### src/rtl/core/zdi_pkg.sv
// ----------------------------------------------------------------------------
// zdi_pkg: shared types and constants for the serial debug master
// Command codes, field widths, register indexes and the result record.
// ----------------------------------------------------------------------------
package zdi_pkg;

    localparam int HALF_W  = 10;
    localparam int HOLD_W  = 16;
    localparam int PHASE_W = 16;
    localparam int BYTE_W  = 8;
    localparam int BITCNT_W = 4;
    localparam int CFG_IDX_W = 1;
    localparam int CFG_DATA_W = 16;

    localparam logic [HALF_W-1:0] HALF_RESET = HALF_W'(1);
    localparam logic [HOLD_W-1:0] HOLD_RESET = HOLD_W'(1000);
    localparam logic [BITCNT_W-1:0] BITS_PER_BYTE = BITCNT_W'(8);

    typedef enum logic [1:0] {
        FUNC_START = 2'd0,
        FUNC_WRITE = 2'd1,
        FUNC_READ  = 2'd2,
        FUNC_RESET = 2'd3
    } func_t;

    typedef enum logic [CFG_IDX_W-1:0] {
        CFG_HALF_PERIOD = 1'd0,
        CFG_RESET_HOLD  = 1'd1
    } cfg_idx_t;

    typedef struct packed {
        logic              zcl;
        logic              zda_out;
        logic              zda_oe;
        logic              tgt_rst_n;
        logic              busy_res;
        logic              cmd_dropped;
        logic [BYTE_W-1:0] read_data;
        logic              read_valid;
    } result_t;

endpackage

### src/rtl/core/zdi_serial_debug_master_core.sv
// ----------------------------------------------------------------------------
// zdi_serial_debug_master_core: tick-driven two-wire debug bus master
// Every input transfer is one bus tick; every tick yields one pin-level result.
// ----------------------------------------------------------------------------
// Input channel (in_valid/in_stall) carries one tick: an optional command
// (cmd_valid, func, cmd_byte, read_not_write, last) and the sampled data pin
// zda_in. The sequencer steps once per accepted transfer and the pin levels
// after that step (zcl, zda_out, zda_oe, tgt_rst_n, busy_res, cmd_dropped,
// read_data, read_valid) appear on the output channel (out_valid/out_stall).
// Results are registered in the result register; one transfer per cycle is
// sustained while the receiver does not stall, set by the single state
// update step feeding the result register. A skid register behind it lets
// one more tick in while the receiver stalls; in_stall rises only once that
// skid entry is occupied, and is itself a register output.
// Configuration writes (cfg_we, cfg_index, cfg_wdata) set the phase length
// and target reset hold time; write them only while the block is idle.
// Reset puts the sequencer at idle: clock high, data driven low, target reset
// released, no result pending; the result register itself is not reset.
// ----------------------------------------------------------------------------
module zdi_serial_debug_master_core
    import zdi_pkg::*;
(
    input  logic                  clk,
    input  logic                  rst_n,
    // configuration
    input  logic                  cfg_we,
    input  logic [CFG_IDX_W-1:0]  cfg_index,
    input  logic [CFG_DATA_W-1:0] cfg_wdata,
    // input channel
    input  logic                  in_valid,
    output logic                  in_stall,
    input  logic                  cmd_valid,
    input  logic [1:0]            func,
    input  logic [BYTE_W-1:0]     cmd_byte,
    input  logic                  read_not_write,
    input  logic                  last,
    input  logic                  zda_in,
    // output channel
    output logic                  out_valid,
    input  logic                  out_stall,
    output logic                  zcl,
    output logic                  zda_out,
    output logic                  zda_oe,
    output logic                  tgt_rst_n,
    output logic                  busy_res,
    output logic                  cmd_dropped,
    output logic [BYTE_W-1:0]     read_data,
    output logic                  read_valid
);

    typedef enum logic [2:0] {
        ST_IDLE  = 3'd0,
        ST_START = 3'd1,
        ST_LOW   = 3'd2,
        ST_HIGH  = 3'd3,
        ST_RESET = 3'd4
    } op_state_t;

    logic [HALF_W-1:0]   half_reg;
    logic [HOLD_W-1:0]   hold_reg;

    op_state_t           state_reg, state_next;
    logic [PHASE_W-1:0]  phase_reg, phase_next;
    logic [BITCNT_W-1:0] bitcnt_reg, bitcnt_next;
    logic [BYTE_W-1:0]   shift_reg, shift_next;
    logic                sep_reg, sep_next;
    logic                clk_lvl_reg, clk_lvl_next;
    logic                data_lvl_reg, data_lvl_next;
    logic                drive_reg, drive_next;
    logic                tgt_rst_reg, tgt_rst_next;
    logic [BYTE_W-1:0]   held_reg, held_next;

    logic                dropped;
    logic                rvalid;
    logic                go_low;
    logic [PHASE_W-1:0]  phase_len;
    logic [PHASE_W-1:0]  hold_len;
    logic                accept;
    result_t             step_res;

    result_t             out_reg;
    logic                out_valid_reg;
    result_t             skid_reg;
    logic                skid_valid_reg;

    assign accept    = in_valid && !skid_valid_reg;
    assign in_stall  = skid_valid_reg;
    assign phase_len = (half_reg == '0) ? PHASE_W'(1) : PHASE_W'(half_reg);
    assign hold_len  = (hold_reg == '0) ? PHASE_W'(1) : PHASE_W'(hold_reg);

    // configuration registers
    always_ff @(posedge clk or negedge rst_n)
    begin
        if (!rst_n)
        begin
            half_reg <= HALF_RESET;
            hold_reg <= HOLD_RESET;
        end
        else if (cfg_we)
        begin
            case (cfg_index)
                CFG_HALF_PERIOD: half_reg <= cfg_wdata[HALF_W-1:0];
                CFG_RESET_HOLD:  hold_reg <= cfg_wdata[HOLD_W-1:0];
                default: ;
            endcase
        end
    end

    // one bus tick
    always_comb
    begin
        state_next    = state_reg;
        phase_next    = phase_reg;
        bitcnt_next   = bitcnt_reg;
        shift_next    = shift_reg;
        sep_next      = sep_reg;
        clk_lvl_next  = clk_lvl_reg;
        data_lvl_next = data_lvl_reg;
        drive_next    = drive_reg;
        tgt_rst_next  = tgt_rst_reg;
        held_next     = held_reg;
        dropped       = 1'b0;
        rvalid        = 1'b0;
        go_low        = 1'b0;

        if (state_reg == ST_IDLE)
        begin
            if (cmd_valid)
            begin
                bitcnt_next  = '0;
                clk_lvl_next = 1'b1;
                case (func_t'(func))
                    FUNC_START:
                    begin
                        shift_next    = {cmd_byte[BYTE_W-2:0], read_not_write};
                        sep_next      = 1'b0;
                        drive_next    = 1'b1;
                        data_lvl_next = 1'b0;
                        state_next    = ST_START;
                        phase_next    = phase_len;
                    end
                    FUNC_WRITE:
                    begin
                        shift_next = cmd_byte;
                        sep_next   = last;
                        drive_next = 1'b1;
                        go_low     = 1'b1;
                    end
                    FUNC_READ:
                    begin
                        shift_next = '0;
                        sep_next   = last;
                        drive_next = 1'b0;
                        go_low     = 1'b1;
                    end
                    default:
                    begin
                        tgt_rst_next  = 1'b0;
                        data_lvl_next = 1'b0;
                        drive_next    = 1'b1;
                        state_next    = ST_RESET;
                        phase_next    = hold_len;
                    end
                endcase
            end
        end
        else
        begin
            dropped = cmd_valid;
            if (phase_reg > PHASE_W'(1))
            begin
                phase_next = phase_reg - PHASE_W'(1);
            end
            else
            begin
                case (state_reg)
                    ST_START:
                    begin
                        bitcnt_next = '0;
                        go_low      = 1'b1;
                    end
                    ST_LOW:
                    begin
                        state_next   = ST_HIGH;
                        phase_next   = phase_len;
                        clk_lvl_next = 1'b1;
                    end
                    ST_HIGH:
                    begin
                        if (bitcnt_reg < BITS_PER_BYTE)
                        begin
                            // sample at the end of the high phase while released
                            if (!drive_reg)
                                shift_next = {shift_reg[BYTE_W-2:0], zda_in};
                            bitcnt_next = bitcnt_reg + BITCNT_W'(1);
                            go_low      = 1'b1;
                        end
                        else
                        begin
                            state_next  = ST_IDLE;
                            phase_next  = '0;
                            bitcnt_next = '0;
                            if (!drive_reg)
                            begin
                                held_next  = shift_reg;
                                rvalid     = 1'b1;
                                drive_next = 1'b1;
                            end
                        end
                    end
                    default:
                    begin
                        tgt_rst_next = 1'b1;
                        state_next   = ST_IDLE;
                        phase_next   = '0;
                    end
                endcase
            end
        end

        // enter the low phase of the next bit
        if (go_low)
        begin
            state_next   = ST_LOW;
            phase_next   = phase_len;
            clk_lvl_next = 1'b0;
            if (bitcnt_next >= BITS_PER_BYTE)
            begin
                data_lvl_next = sep_next;
            end
            else if (drive_next)
            begin
                data_lvl_next = shift_next[BYTE_W-1];
                shift_next    = {shift_next[BYTE_W-2:0], 1'b0};
            end
            else
            begin
                data_lvl_next = 1'b1;
            end
        end

        step_res.zcl         = clk_lvl_next;
        step_res.zda_out     = data_lvl_next;
        step_res.zda_oe      = drive_next;
        step_res.tgt_rst_n   = tgt_rst_next;
        step_res.busy_res    = (state_next != ST_IDLE);
        step_res.cmd_dropped = dropped;
        step_res.read_data   = held_next;
        step_res.read_valid  = rvalid;
    end

    // sequencer state, advanced once per input transfer
    always_ff @(posedge clk or negedge rst_n)
    begin
        if (!rst_n)
        begin
            state_reg    <= ST_IDLE;
            phase_reg    <= '0;
            bitcnt_reg   <= '0;
            shift_reg    <= '0;
            sep_reg      <= 1'b0;
            clk_lvl_reg  <= 1'b1;
            data_lvl_reg <= 1'b0;
            drive_reg    <= 1'b1;
            tgt_rst_reg  <= 1'b1;
            held_reg     <= '0;
        end
        else if (accept)
        begin
            state_reg    <= state_next;
            phase_reg    <= phase_next;
            bitcnt_reg   <= bitcnt_next;
            shift_reg    <= shift_next;
            sep_reg      <= sep_next;
            clk_lvl_reg  <= clk_lvl_next;
            data_lvl_reg <= data_lvl_next;
            drive_reg    <= drive_next;
            tgt_rst_reg  <= tgt_rst_next;
            held_reg     <= held_next;
        end
    end

    // result register with one skid entry
    always_ff @(posedge clk or negedge rst_n)
    begin
        if (!rst_n)
        begin
            out_valid_reg  <= 1'b0;
            skid_valid_reg <= 1'b0;
        end
        else if (!out_valid_reg || !out_stall)
        begin
            out_valid_reg  <= skid_valid_reg || accept;
            skid_valid_reg <= 1'b0;
        end
        else if (accept)
        begin
            skid_valid_reg <= 1'b1;
        end
    end

    always_ff @(posedge clk)
    begin
        if (!out_valid_reg || !out_stall)
        begin
            if (skid_valid_reg)
                out_reg <= skid_reg;
            else if (accept)
                out_reg <= step_res;
        end
        else if (accept)
        begin
            // hold the stalled result, park the new one
            skid_reg <= step_res;
        end
    end

    assign out_valid   = out_valid_reg;
    assign zcl         = out_reg.zcl;
    assign zda_out     = out_reg.zda_out;
    assign zda_oe      = out_reg.zda_oe;
    assign tgt_rst_n   = out_reg.tgt_rst_n;
    assign busy_res    = out_reg.busy_res;
    assign cmd_dropped = out_reg.cmd_dropped;
    assign read_data   = out_reg.read_data;
    assign read_valid  = out_reg.read_valid;

endmodule
### config.mk
export PLATFORM = sky130hd
export DESIGN_NAME = zdi_serial_debug_master_core
export DESIGN_NICKNAME = d
export VERILOG_FILES = /design/src/rtl/core/zdi_pkg.sv /design/src/rtl/core/zdi_serial_debug_master_core.sv
export SDC_FILE = /design/constraint.sdc
export NUM_CORES = 1
export LEC_CHECK = 0
export ABC_AREA = 1
export BUFFER_PORTS_ARGS = -buffer_cell sky130_fd_sc_hd__buf_2
export CAP_MARGIN = 20
export CORE_MARGIN = 8
export CORE_UTILIZATION = 30
export CTS_CLUSTER_SIZE = 28
export DETAILED_ROUTE_END_ITERATION = 8
export REMOVE_ABC_BUFFERS = 1
export SYNTH_ARGS = -nofsm -noshare
export SYNTH_HDL_FRONTEND = slang
export SYNTH_SLANG_ARGS = --single-unit
### constraint.sdc
create_clock -name clk -period 6.1 [get_ports clk]
set_input_delay 1.83 -clock clk [delete_from_list [all_inputs] [get_ports clk]]
set_output_delay 1.83 -clock clk [all_outputs]
set_load 0.01 [all_outputs]
==> run metrics <==
post-route cell area=0.00654 sq mm; Hold Path Origin=held_reg[1]; power consumption=2.52 mW; TritonCTS clock tree=built; top sig layer=met4; total clock buffers created by CTS=9; vias per inst=4.77; met3 WL=between 600 and 700 um; Critical-path top delay cell=nand2_1; syn_area_per_cell=7.79 sq um; fin. max-slew vios=0; CP Cell Sequence=buf_2, nand2_1, inv_1, nand2_1, buf_4, inv_1, nand2_2, inv_1, a22o_1; H-tree depth=3; Setup Buffers After CTS=0; CP Class=input pin to flop; first-pass GRT wire length=approximately 24000 um; Filler cells=1967; number of synthesized flops with an enable pin=30; pre-CTS setup slack=2100 ps; Top delay family on crit path=simple AND/OR/NAND/NOR gates; # hold bufs at CTS=0; vias in the first global route=4574; starting density of the core=30.6%; Post-synth top flop=dfrtp_1; Reg area=about 0.0027 sq mm; cell count after synthesis=737; Worst setup EP type=flop; Std-Cell Rows=50; Worst R2R Path Depth=9; outcome=finished, final reports clean; clock slew at reported path FFs=70 ps; Seq/Total Area, Yosys=47.3%; #FFs+latches synth=102; DR WL/cell=14.1 um; RR Startpoint=in_stall; Root Buffer=clkbuf_16; CP Data Required Time=~6400 ps; post-route ant nets=0; post-synth cell types=46; M1 WL=6930 um; largest net degree at the start of global routing=73; drt first pass iters=4; n_diodes=0; Core ar.=0.0188 sq mm; Worst Path Buf+Inv=5; most used cell along the critical path=inv_1; PortBufs=between 50 and 60; PD cells=386 mW/mm^2; post-synthesis to final-layout area growth=13.8%; Max-Cap Viols=0; final core utilization=a little over a third; fin cells=a little over 1000; reg2reg end=phase_reg[11]; crit share post-route=59.8%; DR vias=between 4000 and 5000; Leak Pwr=3.12 nW; Final min period=3650 ps; Clock Sinks=around 100; Worst Hold Depth=2; number of gates resized after CTS=0; number of endpoints failing setup at the final stage=0; gr ovfl total=0; share of cells above drive strength 1=roughly 17%; io pins=between 50 and 60; asr flop ratio synth=70.6%; Die X=about 150 um; Yosys warning total=0; gr usage total=12.2%; Critical Path Source Type=input pin; final RePlAce weighted congestion=0.873; Die H=154 um; worst skew pair latency=360 ps; DRC Markers=0; FMAX=between 0.2 and 0.3 GHz; WL met2=6580 um; Nets=827; hold_ws=481 ps; final worst setup slack=approximately 2500 ps; clk_skew=11.0 ps; Final Hold Vio Count=0; Placed Area=slightly above 0.006 sq mm; clk buf depth=2; Syn Std Cell Area=0.00574 sq mm; DP Wirelength=10500 um; slew margin rel.=37.9%; Tightest Pin Transition=931 ps; DR iter-0 viols=366; setup TNS=0 ps; Placed Cells=1006; Peak supply drop=0.208 mV; WP data arrival=3890 ps; reg-to-reg setup timing slack=2850 ps; peak per-stage delay on the critical path=630 ps; drt total wl=14400 um; Die ar.=0.0238 sq mm; worst-path maximum fanout=26; Hold EP=held_reg[1]; RSZ-0062 raised after global routing=no; Hold Crit Class=flop to flop; initial antenna violation count=0; Multi-input gate area=0.00265 sq mm
-- synth_stat cells (2+ instances only) --
library cell	count	area [sq um]
a21oi_1	21	105
xnor2_1	4	35.0
nand2_2	8	50.1
clkinv_1	3	11.3
nor2_4	6	67.6
nand3_1	38	190
o211ai_1	8	60.1
a22oi_1	2	15.0
nor2_2	6	37.5
o31ai_1	2	15.0
dfrtp_1	62	1550
a31oi_1	2	12.5
buf_6	2	22.5
nor2_1	37	139
nand4_1	6	37.5
xor2_1	6	52.6
inv_1	61	229
clkbuf_1	15	56.3
o21ai_0	58	290
dfstp_2	10	263
edfxtp_1	30	901
nor4_1	6	37.5
o22ai_1	9	56.3
ha_1	7	87.6
nand2_4	2	22.5
mux2_2	6	67.6
buf_2	2	10.0
nand2_1	284	1070
o21ai_2	7	61.3
nor3_1	3	15.0
inv_2	9	33.8
-- per-layer routing --
metal / track usage (%) / vias up
met1: 16.1 / 2253
met2: 19.5 / 112
met5: 0 / -
met4: 4.06 / 0
met3: 2.65 / 14
li1: - / 2504
-- layout make-up --
class                           instances  area share (%)
Multi-Input combinational cell        540            40.5
Clock buffer                            9            3.45
Tap cell                              234            4.48
Clock inverter                          7            1.13
Sequential cell                       102            41.5
Inverter                               74            4.29
Timing Repair Buffer                   57            4.59
-- layout by cell type, fill, tap and decap left out, types with 7 or more instances in the layout --
cell type / netlist / layout
a21oi_1: 21 / 21
buf_2: 2 / 51
clkbuf_16: 0 / 9
dfrtp_1: 62 / 62
dfstp_2: 10 / 10
edfxtp_1: 30 / 30
ha_1: 7 / 7
inv_1: 61 / 61
inv_2: 9 / 9
nand2_1: 284 / 284
nand2_2: 8 / 8
nand3_1: 38 / 38
nor2_1: 37 / 37
o211ai_1: 8 / 8
o21ai_0: 58 / 58
o21ai_2: 7 / 7
o22ai_1: 9 / 9
-- power by group --
group          leakage [nW]  total (mW)  switching (mW)  internal [mW]
combinational          1.78       0.931           0.627          0.304
clock                 0.147       0.573           0.283          0.290
sequential             1.19        1.02           0.157          0.862
total                  3.12        2.52            1.07           1.46
-- how the worst max path moves through the flow --
stage / from / to / slack (ps) / cells past startpoint
4_1_cts: in_valid / phase_reg[11] / 2480 / 9
3_3_place_gp: in_valid / phase_reg[11] / 2130 / 9
5_1_grt: in_valid / phase_reg[11] / 2220 / 9
6_report: in_valid / phase_reg[11] / 2450 / 9
2_1_floorplan: in_valid / phase_reg[8] / 2190 / 8
3_5_place_dp: in_valid / phase_reg[11] / 2100 / 9
-- worst min-delay path: stages, from the launching register on --
cell	delay, ps
dfrtp_1	340
nand2_1	50
nand2_1	60
-- cell families (layout without fill, tap and decap cells) --
family          after synthesis  count (layout)  share of synthesized area [%]
simple gates                402             402                           30.1
compound gates              115             115                           11.8
flops                       102             102                           47.3
buf+inv                      95             147                           6.62
xor+xnor                     10              10                           1.52
fa+ha+maj                     7               7                           1.52
mux                           6               6                           1.18
(Power assumes the default switching activity.)
